===== config.mk =====
export PLATFORM = sky130hd
export DESIGN_NAME = wheel_encoder_unwrap_odometry
export DESIGN_NICKNAME = d
export VERILOG_FILES = /design/src/rtl/core/wheel_odo_pkg.sv /design/src/rtl/core/wheel_encoder_unwrap_odometry.sv
export SDC_FILE = /design/constraint.sdc
export NUM_CORES = 2
export LEC_CHECK = 0
export CAP_MARGIN = 15
export CORE_MARGIN = 2
export CORE_UTILIZATION = 40
export CTS_BUF_LIST = sky130_fd_sc_hd__clkbuf_8
export DETAILED_ROUTE_END_ITERATION = 7
export DONT_BUFFER_PORTS = 1
export SYNTH_ARGS = -nofsm -noshare
export SYNTH_HDL_FRONTEND = slang
export SYNTH_SLANG_ARGS = --single-unit

===== constraint.sdc =====
create_clock -name clk -period 16.2 [get_ports clk]
set_input_delay 1.62 -clock clk [delete_from_list [all_inputs] [get_ports clk]]
set_output_delay 1.62 -clock clk [all_outputs]
set_load 0.005 [all_outputs]

===== src/rtl/core/wheel_odo_pkg.sv =====
`timescale 1ns / 1ps

package wheel_odo_pkg;

    // field widths
    localparam int COUNT_W   = 16;
    localparam int ELAPSED_W = 16;
    localparam int MARK_W    = 16;
    localparam int SPAN_W    = 17;
    localparam int RPT_W     = 32;
    localparam int PAUSE_W   = 16;
    localparam int WRAPS_W   = 16;
    localparam int OUT_W     = 48;

    localparam int ACCUM_WIDTH_DEFAULT = 48;

    // wraps * span + raw fits in 34 signed bits
    localparam int POS_W = 34;

    // only product bits [63:16] reach the angle outputs
    localparam int ANGLE_SHIFT = 16;
    localparam int PROD_W      = ANGLE_SHIFT + OUT_W;

    // scale multiplier: one digit of radians_per_tick per cycle
    localparam int DIGIT_W   = 4;
    localparam int MUL_STEPS = RPT_W / DIGIT_W;
    localparam int STEP_W    = $clog2(MUL_STEPS);

    localparam int NEAR_ZERO = 5;

    // configuration port
    localparam int DATA_W    = 32;
    localparam int ADDR_W    = 5;
    localparam int REG_IDX_W = 3;

    localparam logic [REG_IDX_W-1:0] REG_WRAP_LOW_MARK    = 3'd0;
    localparam logic [REG_IDX_W-1:0] REG_WRAP_HIGH_MARK   = 3'd1;
    localparam logic [REG_IDX_W-1:0] REG_COUNT_SPAN       = 3'd2;
    localparam logic [REG_IDX_W-1:0] REG_RADIANS_PER_TICK = 3'd3;
    localparam logic [REG_IDX_W-1:0] REG_PAUSE_LIMIT_MS   = 3'd4;

    localparam logic signed [MARK_W-1:0] WRAP_LOW_MARK_RST    = 16'sd2700;
    localparam logic signed [MARK_W-1:0] WRAP_HIGH_MARK_RST   = 16'sd6300;
    localparam logic        [SPAN_W-1:0] COUNT_SPAN_RST       = 17'd9000;
    localparam logic        [RPT_W-1:0]  RADIANS_PER_TICK_RST = 32'd299845283;
    localparam logic        [PAUSE_W-1:0] PAUSE_LIMIT_MS_RST  = 16'd200;

    typedef struct packed {
        logic signed [COUNT_W-1:0] count_left;
        logic signed [COUNT_W-1:0] count_right;
        logic [ELAPSED_W-1:0]      elapsed_ms;
    } sample_t;

    typedef struct packed {
        logic signed [OUT_W-1:0] ticks_left;
        logic signed [OUT_W-1:0] ticks_right;
        logic signed [OUT_W-1:0] angle_left;
        logic signed [OUT_W-1:0] angle_right;
        logic                    restart_seen;
    } result_t;

endpackage


===== src/rtl/core/wheel_encoder_unwrap_odometry.sv =====
`timescale 1ns / 1ps

// Wheel encoder unwrap and odometry accumulator.
// sample channel (sample_valid / sample_stall / sample): one pair of raw
// wrapping wheel counts plus the milliseconds since the previous reading.
// result channel (result_valid / result_stall / result): accumulated ticks,
// the matching angles in Q32.16 radians and a restart flag, one per sample.
// Registers sit on an APB-style port at byte addresses 0, 4, 8, 12, 16.
// A sample passes the position, accumulate, multiply and output states in
// that order before result_valid rises; sample_stall holds off the next
// sample until then. The scale multiplier walks radians_per_tick one 4-bit
// digit per cycle, both wheels side by side.
// A new sample is taken while the previous result still waits in the
// output register. While result_stall holds, the result stays put; the
// next sample is finished and then parked until the register frees up.
// Reset loads the default register values, clears wrap counters, stored
// positions and accumulators, and marks the next sample as the first one.
module wheel_encoder_unwrap_odometry #(
    parameter int ACCUM_WIDTH = wheel_odo_pkg::ACCUM_WIDTH_DEFAULT
) (
    input  logic                                clk,
    input  logic                                rst_n,

    input  logic                                sample_valid,
    output logic                                sample_stall,
    input  wheel_odo_pkg::sample_t              sample,

    output logic                                result_valid,
    input  logic                                result_stall,
    output wheel_odo_pkg::result_t              result,

    input  logic                                psel,
    input  logic                                penable,
    input  logic                                pwrite,
    input  logic [wheel_odo_pkg::ADDR_W-1:0]    paddr,
    input  logic [wheel_odo_pkg::DATA_W-1:0]    pwdata,
    output logic [wheel_odo_pkg::DATA_W-1:0]    prdata,
    output logic                                pready
);

    localparam int COUNT_W   = wheel_odo_pkg::COUNT_W;
    localparam int MARK_W    = wheel_odo_pkg::MARK_W;
    localparam int SPAN_W    = wheel_odo_pkg::SPAN_W;
    localparam int RPT_W     = wheel_odo_pkg::RPT_W;
    localparam int PAUSE_W   = wheel_odo_pkg::PAUSE_W;
    localparam int WRAPS_W   = wheel_odo_pkg::WRAPS_W;
    localparam int OUT_W     = wheel_odo_pkg::OUT_W;
    localparam int POS_W     = wheel_odo_pkg::POS_W;
    localparam int PROD_W    = wheel_odo_pkg::PROD_W;
    localparam int DIGIT_W   = wheel_odo_pkg::DIGIT_W;
    localparam int STEP_W    = wheel_odo_pkg::STEP_W;
    localparam int DATA_W    = wheel_odo_pkg::DATA_W;
    localparam int REG_IDX_W = wheel_odo_pkg::REG_IDX_W;
    localparam int ADDR_W_HI = wheel_odo_pkg::ADDR_W - 1;

    localparam logic [STEP_W-1:0] LAST_STEP = STEP_W'(wheel_odo_pkg::MUL_STEPS - 1);
    localparam logic signed [POS_W-1:0] NEAR_HI = POS_W'(wheel_odo_pkg::NEAR_ZERO);
    localparam logic signed [POS_W-1:0] NEAR_LO = -NEAR_HI;

    localparam logic [2:0] S_IDLE = 3'd0;
    localparam logic [2:0] S_POS  = 3'd1;
    localparam logic [2:0] S_ACC  = 3'd2;
    localparam logic [2:0] S_MUL  = 3'd3;
    localparam logic [2:0] S_OUT  = 3'd4;

    logic [2:0] state_reg, state_next;

    // configuration
    logic signed [MARK_W-1:0] low_mark_reg, low_mark_next;
    logic signed [MARK_W-1:0] high_mark_reg, high_mark_next;
    logic [SPAN_W-1:0]        span_reg, span_next;
    logic [RPT_W-1:0]         rpt_reg, rpt_next;
    logic [PAUSE_W-1:0]       pause_reg, pause_next;

    // wheel state
    logic signed [WRAPS_W-1:0] wraps_l_reg, wraps_l_next;
    logic signed [WRAPS_W-1:0] wraps_r_reg, wraps_r_next;
    logic signed [COUNT_W-1:0] prev_l_reg, prev_l_next;
    logic signed [COUNT_W-1:0] prev_r_reg, prev_r_next;
    logic signed [POS_W-1:0]   ref_l_reg, ref_l_next;
    logic signed [POS_W-1:0]   ref_r_reg, ref_r_next;
    logic [ACCUM_WIDTH-1:0]    accum_l_reg, accum_l_next;
    logic [ACCUM_WIDTH-1:0]    accum_r_reg, accum_r_next;
    logic                      first_item_reg, first_item_next;

    // per-sample datapath
    logic signed [COUNT_W-1:0] raw_l_reg, raw_l_next;
    logic signed [COUNT_W-1:0] raw_r_reg, raw_r_next;
    logic                      pause_hit_reg, pause_hit_next;
    logic signed [POS_W-1:0]   pos_l_reg, pos_l_next;
    logic signed [POS_W-1:0]   pos_r_reg, pos_r_next;
    logic                      restart_reg, restart_next;
    logic [PROD_W-1:0]         mcand_l_reg, mcand_l_next;
    logic [PROD_W-1:0]         mcand_r_reg, mcand_r_next;
    logic [PROD_W-1:0]         prod_l_reg, prod_l_next;
    logic [PROD_W-1:0]         prod_r_reg, prod_r_next;
    logic [RPT_W-1:0]          rpt_sh_reg, rpt_sh_next;
    logic [STEP_W-1:0]         step_reg, step_next;

    wheel_odo_pkg::result_t    result_reg, result_next;
    logic                      result_valid_reg, result_valid_next;

    logic                      sample_take;
    logic                      cfg_write;
    logic [REG_IDX_W-1:0]      cfg_idx;

    // S_POS
    logic signed [POS_W-1:0]   span_ext;
    logic signed [POS_W-1:0]   pos_l_calc, pos_r_calc;
    // S_ACC
    logic                      restart;
    logic signed [POS_W:0]     diff_l, diff_r;
    logic [ACCUM_WIDTH-1:0]    accum_l_sum, accum_r_sum;
    // S_MUL
    logic [DIGIT_W-1:0]        digit;
    logic [PROD_W+DIGIT_W-1:0] pp_l, pp_r;

    function automatic logic signed [WRAPS_W-1:0] wrap_update(
        input logic signed [COUNT_W-1:0] raw,
        input logic signed [COUNT_W-1:0] prev,
        input logic signed [WRAPS_W-1:0] wraps,
        input logic signed [MARK_W-1:0]  low,
        input logic signed [MARK_W-1:0]  high
    );
        logic signed [WRAPS_W-1:0] w;
        w = wraps;
        if (raw < low && prev > high)
        begin
            w = wraps + WRAPS_W'(1);
        end
        else if (raw > high && prev < low)
        begin
            w = wraps - WRAPS_W'(1);
        end
        return w;
    endfunction

    assign sample_take  = sample_valid && !sample_stall;
    assign sample_stall = (state_reg != S_IDLE);
    assign result_valid = result_valid_reg;
    assign result       = result_reg;
    assign pready       = 1'b1;

    assign cfg_write = psel && penable && pwrite && pready;
    assign cfg_idx   = paddr[ADDR_W_HI:2];

    always_comb
    begin
        case (cfg_idx)
            wheel_odo_pkg::REG_WRAP_LOW_MARK:    prdata = DATA_W'(low_mark_reg);
            wheel_odo_pkg::REG_WRAP_HIGH_MARK:   prdata = DATA_W'(high_mark_reg);
            wheel_odo_pkg::REG_COUNT_SPAN:       prdata = DATA_W'(span_reg);
            wheel_odo_pkg::REG_RADIANS_PER_TICK: prdata = DATA_W'(rpt_reg);
            wheel_odo_pkg::REG_PAUSE_LIMIT_MS:   prdata = DATA_W'(pause_reg);
            default:                             prdata = '0;
        endcase
    end

    // extended position: raw + wraps * span
    assign span_ext   = POS_W'($signed({1'b0, span_reg}));
    assign pos_l_calc = POS_W'(wraps_l_reg) * span_ext + POS_W'(raw_l_reg);
    assign pos_r_calc = POS_W'(wraps_r_reg) * span_ext + POS_W'(raw_r_reg);

    assign restart = pause_hit_reg
                  && pos_l_reg > NEAR_LO && pos_l_reg < NEAR_HI
                  && pos_r_reg > NEAR_LO && pos_r_reg < NEAR_HI;

    // a restart rebases the reference, the first sample only seeds it
    assign diff_l = (restart || first_item_reg) ? '0
                  : (POS_W+1)'(pos_l_reg) - (POS_W+1)'(ref_l_reg);
    assign diff_r = (restart || first_item_reg) ? '0
                  : (POS_W+1)'(pos_r_reg) - (POS_W+1)'(ref_r_reg);
    assign accum_l_sum = accum_l_reg + ACCUM_WIDTH'(diff_l);
    assign accum_r_sum = accum_r_reg + ACCUM_WIDTH'(diff_r);

    assign digit = rpt_sh_reg[DIGIT_W-1:0];
    assign pp_l  = mcand_l_reg * digit;
    assign pp_r  = mcand_r_reg * digit;

    always_comb
    begin
        state_next        = state_reg;
        low_mark_next     = low_mark_reg;
        high_mark_next    = high_mark_reg;
        span_next         = span_reg;
        rpt_next          = rpt_reg;
        pause_next        = pause_reg;
        wraps_l_next      = wraps_l_reg;
        wraps_r_next      = wraps_r_reg;
        prev_l_next       = prev_l_reg;
        prev_r_next       = prev_r_reg;
        ref_l_next        = ref_l_reg;
        ref_r_next        = ref_r_reg;
        accum_l_next      = accum_l_reg;
        accum_r_next      = accum_r_reg;
        first_item_next   = first_item_reg;
        raw_l_next        = raw_l_reg;
        raw_r_next        = raw_r_reg;
        pause_hit_next    = pause_hit_reg;
        pos_l_next        = pos_l_reg;
        pos_r_next        = pos_r_reg;
        restart_next      = restart_reg;
        mcand_l_next      = mcand_l_reg;
        mcand_r_next      = mcand_r_reg;
        prod_l_next       = prod_l_reg;
        prod_r_next       = prod_r_reg;
        rpt_sh_next       = rpt_sh_reg;
        step_next         = step_reg;
        result_next       = result_reg;
        result_valid_next = result_valid_reg && result_stall;

        if (cfg_write)
        begin
            case (cfg_idx)
                wheel_odo_pkg::REG_WRAP_LOW_MARK:    low_mark_next  = pwdata[MARK_W-1:0];
                wheel_odo_pkg::REG_WRAP_HIGH_MARK:   high_mark_next = pwdata[MARK_W-1:0];
                wheel_odo_pkg::REG_COUNT_SPAN:       span_next      = pwdata[SPAN_W-1:0];
                wheel_odo_pkg::REG_RADIANS_PER_TICK: rpt_next       = pwdata[RPT_W-1:0];
                wheel_odo_pkg::REG_PAUSE_LIMIT_MS:   pause_next     = pwdata[PAUSE_W-1:0];
                default: ;
            endcase
        end

        case (state_reg)
            S_IDLE:
            begin
                if (sample_take)
                begin
                    wraps_l_next = wrap_update(sample.count_left, prev_l_reg, wraps_l_reg,
                                               low_mark_reg, high_mark_reg);
                    wraps_r_next = wrap_update(sample.count_right, prev_r_reg, wraps_r_reg,
                                               low_mark_reg, high_mark_reg);
                    prev_l_next    = sample.count_left;
                    prev_r_next    = sample.count_right;
                    raw_l_next     = sample.count_left;
                    raw_r_next     = sample.count_right;
                    pause_hit_next = sample.elapsed_ms > pause_reg;
                    state_next     = S_POS;
                end
            end
            S_POS:
            begin
                pos_l_next = pos_l_calc;
                pos_r_next = pos_r_calc;
                state_next = S_ACC;
            end
            S_ACC:
            begin
                accum_l_next    = accum_l_sum;
                accum_r_next    = accum_r_sum;
                ref_l_next      = pos_l_reg;
                ref_r_next      = pos_r_reg;
                first_item_next = 1'b0;
                restart_next    = restart;
                mcand_l_next    = PROD_W'($signed(accum_l_sum));
                mcand_r_next    = PROD_W'($signed(accum_r_sum));
                prod_l_next     = '0;
                prod_r_next     = '0;
                rpt_sh_next     = rpt_reg;
                step_next       = '0;
                state_next      = S_MUL;
            end
            S_MUL:
            begin
                // low PROD_W bits of the product are all that matter
                prod_l_next  = prod_l_reg + pp_l[PROD_W-1:0];
                prod_r_next  = prod_r_reg + pp_r[PROD_W-1:0];
                mcand_l_next = mcand_l_reg << DIGIT_W;
                mcand_r_next = mcand_r_reg << DIGIT_W;
                rpt_sh_next  = rpt_sh_reg >> DIGIT_W;
                step_next    = step_reg + STEP_W'(1);
                if (step_reg == LAST_STEP)
                begin
                    state_next = S_OUT;
                end
            end
            S_OUT:
            begin
                if (!result_valid_reg || !result_stall)
                begin
                    result_next.ticks_left   = OUT_W'(accum_l_reg);
                    result_next.ticks_right  = OUT_W'(accum_r_reg);
                    result_next.angle_left   = prod_l_reg[wheel_odo_pkg::ANGLE_SHIFT +: OUT_W];
                    result_next.angle_right  = prod_r_reg[wheel_odo_pkg::ANGLE_SHIFT +: OUT_W];
                    result_next.restart_seen = restart_reg;
                    result_valid_next        = 1'b1;
                    state_next               = S_IDLE;
                end
            end
            default:
            begin
                state_next = S_IDLE;
            end
        endcase
    end

    always_ff @(posedge clk or negedge rst_n)
    begin
        if (!rst_n)
        begin
            state_reg        <= S_IDLE;
            low_mark_reg     <= wheel_odo_pkg::WRAP_LOW_MARK_RST;
            high_mark_reg    <= wheel_odo_pkg::WRAP_HIGH_MARK_RST;
            span_reg         <= wheel_odo_pkg::COUNT_SPAN_RST;
            rpt_reg          <= wheel_odo_pkg::RADIANS_PER_TICK_RST;
            pause_reg        <= wheel_odo_pkg::PAUSE_LIMIT_MS_RST;
            wraps_l_reg      <= '0;
            wraps_r_reg      <= '0;
            prev_l_reg       <= '0;
            prev_r_reg       <= '0;
            ref_l_reg        <= '0;
            ref_r_reg        <= '0;
            accum_l_reg      <= '0;
            accum_r_reg      <= '0;
            first_item_reg   <= 1'b1;
            step_reg         <= '0;
            result_valid_reg <= 1'b0;
        end
        else
        begin
            state_reg        <= state_next;
            low_mark_reg     <= low_mark_next;
            high_mark_reg    <= high_mark_next;
            span_reg         <= span_next;
            rpt_reg          <= rpt_next;
            pause_reg        <= pause_next;
            wraps_l_reg      <= wraps_l_next;
            wraps_r_reg      <= wraps_r_next;
            prev_l_reg       <= prev_l_next;
            prev_r_reg       <= prev_r_next;
            ref_l_reg        <= ref_l_next;
            ref_r_reg        <= ref_r_next;
            accum_l_reg      <= accum_l_next;
            accum_r_reg      <= accum_r_next;
            first_item_reg   <= first_item_next;
            step_reg         <= step_next;
            result_valid_reg <= result_valid_next;
        end
    end

    always_ff @(posedge clk)
    begin
        raw_l_reg     <= raw_l_next;
        raw_r_reg     <= raw_r_next;
        pause_hit_reg <= pause_hit_next;
        pos_l_reg     <= pos_l_next;
        pos_r_reg     <= pos_r_next;
        restart_reg   <= restart_next;
        mcand_l_reg   <= mcand_l_next;
        mcand_r_reg   <= mcand_r_next;
        prod_l_reg    <= prod_l_next;
        prod_r_reg    <= prod_r_next;
        rpt_sh_reg    <= rpt_sh_next;
        result_reg    <= result_next;
    end

    a_take_starts_pos: assert property (@(posedge clk) disable iff (!rst_n)
        sample_take |=> state_reg == S_POS)
        else $error("sample transfer did not start the position stage");

    a_mul_starts_clean: assert property (@(posedge clk) disable iff (!rst_n)
        state_reg == S_ACC |=> state_reg == S_MUL && step_reg == '0)
        else $error("multiplier entered without a cleared step count");

    a_result_from_out: assert property (@(posedge clk) disable iff (!rst_n)
        $rose(result_valid_reg) |-> $past(state_reg == S_OUT))
        else $error("result loaded outside the output stage");

    a_restart_adds_nothing: assert property (@(posedge clk) disable iff (!rst_n)
        state_reg == S_ACC && restart |=>
            accum_l_reg == $past(accum_l_reg) && accum_r_reg == $past(accum_r_reg))
        else $error("restart changed an accumulator");

    a_first_cleared: assert property (@(posedge clk) disable iff (!rst_n)
        state_reg == S_ACC |=> !first_item_reg)
        else $error("first-sample flag still set after accumulate");

endmodule

* Yosys cells after proc, flatten, opt, wreduce, memory -nomap -nowiden
Index checks and enable logic that the tools add are counted.
** Operators by class
- Add/subtract/negate cells :: 13
- Div/mod/pow operators :: 0
- $mul :: 4
- Shift operators :: 0
- Bitwise logic cells :: 0
- Reduce and logical (&&, ||, !) cells :: 33
- Equality and inequality tests :: 12
- Order comparisons :: 13
- Muxes and demuxes :: 19
** Operators by type and width (number)
- 64-bit case mux with 2 select lines :: 4
- 32-bit case mux with 5 select lines :: 1
- 64-bit adder :: 2
- 64-bit by 4-bit multiplier with 64-bit output :: 2
- 48-bit adder :: 2
- 16-bit > comparator :: 5
- 35-bit 2-to-1 mux :: 2
- 34-bit by 34-bit subtractor with 35-bit output :: 2
- 34-bit by 16-bit adder with 34-bit output :: 2
- 34-bit by 4-bit > comparator with 1-bit output (second input constant) :: 2
- 34-bit by 4-bit < comparator with 1-bit output (second input constant) :: 2
- 16-bit by 18-bit multiplier with 34-bit output :: 2
- 16-bit < comparator :: 4
- 16-bit 2-to-1 mux :: 4
- 32-bit case mux with 2 select lines :: 1
- 16-bit by 2-bit adder with 16-bit output (second input constant) :: 2
- 16-bit by 2-bit subtractor with 16-bit output (second input constant) :: 2
- 3-bit case mux with 5 select lines :: 1
- 2-bit AND reduction :: 7
- 3-bit by 2-bit equality test with 1-bit output (second input constant) :: 4
- 1-bit logical AND :: 12
- 3-bit equality test (second input constant) :: 3
- 3-bit 2-to-1 mux :: 3
- 3-bit AND reduction :: 3
- 10 further kinds :: 20
** Word-level totals
- Output and inout port bits :: 228
- Memory bits (writable) :: 0
- ROM bits :: 0
- Input bits :: 92
- Word-level logic and storage cells :: 127
- Memories :: 0
- Register bits :: 916
- Latch bits :: 0

* Depth between registers and ports, before layout
- Word-level depth :: 9
- Mapped depth :: 28
- Mapped depth without buffers :: 27

* Worst setup path after synthesis
No wires, ideal clock.
- Path type :: register to register
- From :: register state_reg[2]
- To :: register prod_r_reg[51], data pin
- Setup slack :: 4.650 ns
- Library setup time :: 0.140 ns
- Data arrival time :: 11.410 ns
- Cell stages (with the launch flop) :: 8
- Path buffers :: 3
- Period minus slack after synthesis :: 11.550 ns
- Cell sequence :: dfrtp_1 nand2b_1 inv_1 clkbuf_1 nand2_1 clkbuf_8 dlygate4sd3_1 nor2_1
** Between the ends
- Longest elaborated chain between the ends :: 2
- Elaborated cells on any way between the ends :: 3
- Classes of those cells :: 2 x eq/ne; 1 x mux
** Ends and longest elaborated chain
- start, declared :: RTL line wheel_encoder_unwrap_odometry.sv:66 : logic [2:0] state_reg, state_next;
- start signal, assigned :: RTL line wheel_encoder_unwrap_odometry.sv:321 : state_reg <= state_next;
- 3-bit by 2-bit equality test with 1-bit output :: RTL line wheel_encoder_unwrap_odometry.sv:224 : case (state_reg)
- 64-bit case mux with 2 select lines * :: RTL line wheel_encoder_unwrap_odometry.sv:224
- end signal, assigned :: RTL line wheel_encoder_unwrap_odometry.sv:352 : prod_r_reg <= prod_r_next;
- end, declared :: RTL line wheel_encoder_unwrap_odometry.sv:96 : logic [PROD_W-1:0] prod_r_reg, prod_r_next;
Every way passes the cells marked *; elsewhere a longest branch is shown, timed or not.
A chain may end at the register's enable or synchronous reset.

* Worst setup path in the final report
- From :: register span_reg[9]
- To :: register pos_r_reg[32], data pin
** Between the ends
- Longest elaborated chain between the ends :: 2
** Ends and longest elaborated chain
- start, declared :: RTL line wheel_encoder_unwrap_odometry.sv:71 : logic [SPAN_W-1:0] span_reg, span_next;
- start signal, assigned :: RTL line wheel_encoder_unwrap_odometry.sv:304 : span_reg <= wheel_odo_pkg::COUNT_SPAN_RST;
- start signal, assigned :: RTL line wheel_encoder_unwrap_odometry.sv:324 : span_reg <= span_next;
- 16-bit by 18-bit multiplier with 34-bit output :: RTL line wheel_encoder_unwrap_odometry.sv:162 : assign pos_r_calc = POS_W'(wraps_r_reg) * span_ext + POS_W'(raw_r_reg);
- 34-bit by 16-bit adder with 34-bit output :: RTL line wheel_encoder_unwrap_odometry.sv:162
- via pos_r_calc[32] :: RTL line wheel_encoder_unwrap_odometry.sv:109 : logic signed [POS_W-1:0] pos_l_calc, pos_r_calc;
- end signal, assigned :: RTL line wheel_encoder_unwrap_odometry.sv:347 : pos_r_reg <= pos_r_next;
- end, declared :: RTL line wheel_encoder_unwrap_odometry.sv:91 : logic signed [POS_W-1:0] pos_r_reg, pos_r_next;
The timed path passes the listed nets, and every way through them passes these cells.

==> impl_results.md <==
- Max Fanout on Critical Path: 34
- Post-CTS Setup Inserts: 0
- Hold buffers post-CTS: 0
- Post-route cell area: ~90000 sq um
- Total die area: about 210000 sq um
- Worst Tran Pin Value: ~1.4 ns
- Largest net degree at the start of global routing: 334
- Most frequent cells in the layout: 1341 x nand2_1, 1203 x inv_1, 852 x fa_1
- Clock sink count: about 920
- Worst reg-to-reg setup slack: around 8.4 ns
- Num CTS Buffers: between 150 and 200
- Worst Slack Setup Final: approximately 8.4 ns
- Cell taking the most area after synthesis: edfxtp_1
- DP Area: between 80000 and 90000 sq um
- Data required, critical path: between 15 and 20 ns
- Top FF cell, synth: edfxtp_1
- Final worst-path cycle share: 0.481
- Most common cell after layout, fill and taps aside: nand2_1
- Global route overflow: 0
- RSZ-0062 raised after global routing: false
- Worst hold path class: in2async
- DRC: 0
- Root buffer cell: clkbuf_8
- Cells on worst reg2reg path: 20
- Critical path startpoint category: flip-flop
- Run status: complete, no violations
- Post-synth EDFFs: ~580
- Dpl ws: approximately 8.4 ns
- Clk buf depth: 3
- Share of cells above drive strength 1: 0.0553
- Clk_skew: ~0.12 ns
- Count of different cell masters after synthesis: roughly 110
- I/O Buffers: 0
- Synth top area cells: edfxtp_1 21%, fa_1 20%, ha_1 11%
- Post-synthesis net count: about 10000
- Core ar.: ~210000 sq um
- Antenna viol nets, final: 0
- Final wirelength: between 200000 and 250000 um
- Max reg flops: 193
- Drt first pass iters: 6
- Synth Cell Area: 84100 sq um
- Nets: around 10000
- Vias in the first global route: 61800
- IO Count: 320
- Setup TNS: 0 ns
- Initial core utilization: 0.402
- Slew Viols, Final: 0
- Final setup vio count: 0
- Fill cells: roughly 20000
- Via/cell ratio: 5.23
- Global-route wire length before repair: 344000 um
- FMAX: roughly 130 MHz
- CTS tree: built
- Reg-to-Reg Start: span_reg[9]$_DFFE_PN1P_
- Synthesized instance count: slightly below 9000
- Post-Syn Area per Cell: around 9.7 sq um
- Ys async rst share: 0.364
- Starting DRT DRC Count: roughly 3500
- Worst setup EP type: flip-flop
- Max Cap Violations: 0
- Site row count: ~170
- DR vias: ~60000
- Clock slew at reported path FFs: approximately 0.060 ns
- Detail Placement HPWL: 163000 um
- Die Y: about 460 um
- PostCTS Resize Cnt: 0
- Yosys Warn Count: 0
- Die width: ~460 um
- Final hold violations: 0
- Skew-Pair Late Insertion Delay: 0.99 ns
- Yosys top cell area share: 0.208
- Initial antenna violation count: 3
- CP arrival: 8.48 ns
- Htree depth: 4
- Layout area overhead: 6.99%
- Post-synthesis sequential area ratio: 0.308
- Relative slew slack: 0.0873
- Seq cells post-synth: about 900
- DR WL/cell: 18.5 um
- Fin crit period: about 8 ns
- Final GP Congestion: between 0.9 and 1
- Reg2reg end: pos_r_reg[32]$_DFFE_PP_
- Setup CP Type: reg2reg
- Global-route usage over all layers: 0.200
==> metrics by stage <==
| step | cells | util | hold WS, ns |
|---|---|---|---|
| floorplan | 8689 | - | 0.400 |
| global placement | 11200 | 0.414 | 0.456 |
| detailed placement | 11200 | 0.414 | 0.466 |
| CTS | 11500 | 0.430 | 0.279 |
| global route | 11500 | 0.430 | 0.311 |
| finish | 11500 | 0.430 | 0.417 |
==> area by class of cell <==
| class | count | area, sq um | area share |
|---|---|---|---|
| clock buffers | 179 | 2460 | 0.0274 |
| multi-input cells | 6286 | 52400 | 0.583 |
| repair buffers | 45 | 360 | 0.00401 |
| flip-flops and latches | 916 | 25900 | 0.288 |
| well taps | 2805 | 3510 | 0.0390 |
| clock inverters | 126 | 928 | 0.0103 |
| diodes | 5 | 12.5 | 0.000139 |
| inverters | 1147 | 4320 | 0.0480 |
==> layer usage <==
| metal | wire (um) | global-route usage |
|---|---|---|
| met3 | 12500 | 0.0385 |
| met2 | 97600 | 0.320 |
| met1 | 97600 | 0.274 |
| met5 | 0 | 0 |
| met4 | 5200 | 0.0571 |
==> logic make-up after synthesis <==
group	Yosys count	share of synthesized area
buffers and inverters	1487	0.0688
AOI/OAI and AO/OA	1572	0.116
muxes	115	0.0153
adders and majority gates	1558	0.308
other	1	0.0000446
xor gates and xnor gates	360	0.0377
and+or+nand+nor	2680	0.146
DFF	916	0.308
==> synth_stat cells (all sizes together) (76+ instances only) <==
master	count
a21o	254
a21oi	405
and2	396
clkbuf	309
dfrtp	297
edfxtp	583
fa	852
ha	706
inv	1146
mux2	109
nand2	1343
nand3	84
nand4	90
nor2	430
nor3	76
o21ai	510
xnor2	214
xor2	145
==> worst max path at each step <==
stage,from,to,slack [ns],cells after the start
after CTS,span_reg[9]$_DFFE_PN1P_,pos_r_reg[32]$_DFFE_PP_,8.44,20
after floorplan,state_reg[2]$_DFFE_PN0P_,prod_r_reg[51]$_SDFFCE_PN0N_,4.65,7
after global placement,span_reg[9]$_DFFE_PN1P_,pos_r_reg[32]$_DFFE_PP_,8.42,20
after detailed placement,span_reg[9]$_DFFE_PN1P_,pos_r_reg[32]$_DFFE_PP_,8.42,20
final,span_reg[9]$_DFFE_PN1P_,pos_r_reg[32]$_DFFE_PP_,8.40,20
after global routing,span_reg[9]$_DFFE_PN1P_,pos_r_reg[32]$_DFFE_PP_,8.03,20
==> critical path: stages, from the launching register on <==
cell       delay, ns
dfstp_2         1.14
nand2_1         0.17
fa_1            0.53
fa_1            0.58
fa_1            0.45
fa_1            0.55
inv_1           0.05
fa_1            0.47
inv_1           0.05
fa_1            0.48
inv_1           0.04
ha_1            0.37
nor2b_1         0.17
or4_4           0.55
a2111oi_4       0.43
o22ai_1         0.21
o41ai_2         0.40
nor2_1          0.11
a2111oi_2       0.46
a21oi_1         0.16
xor2_1          0.16
Power is not shown: default switching activity piles up to over one toggle a cycle in this logic, so the estimate is an artifact.
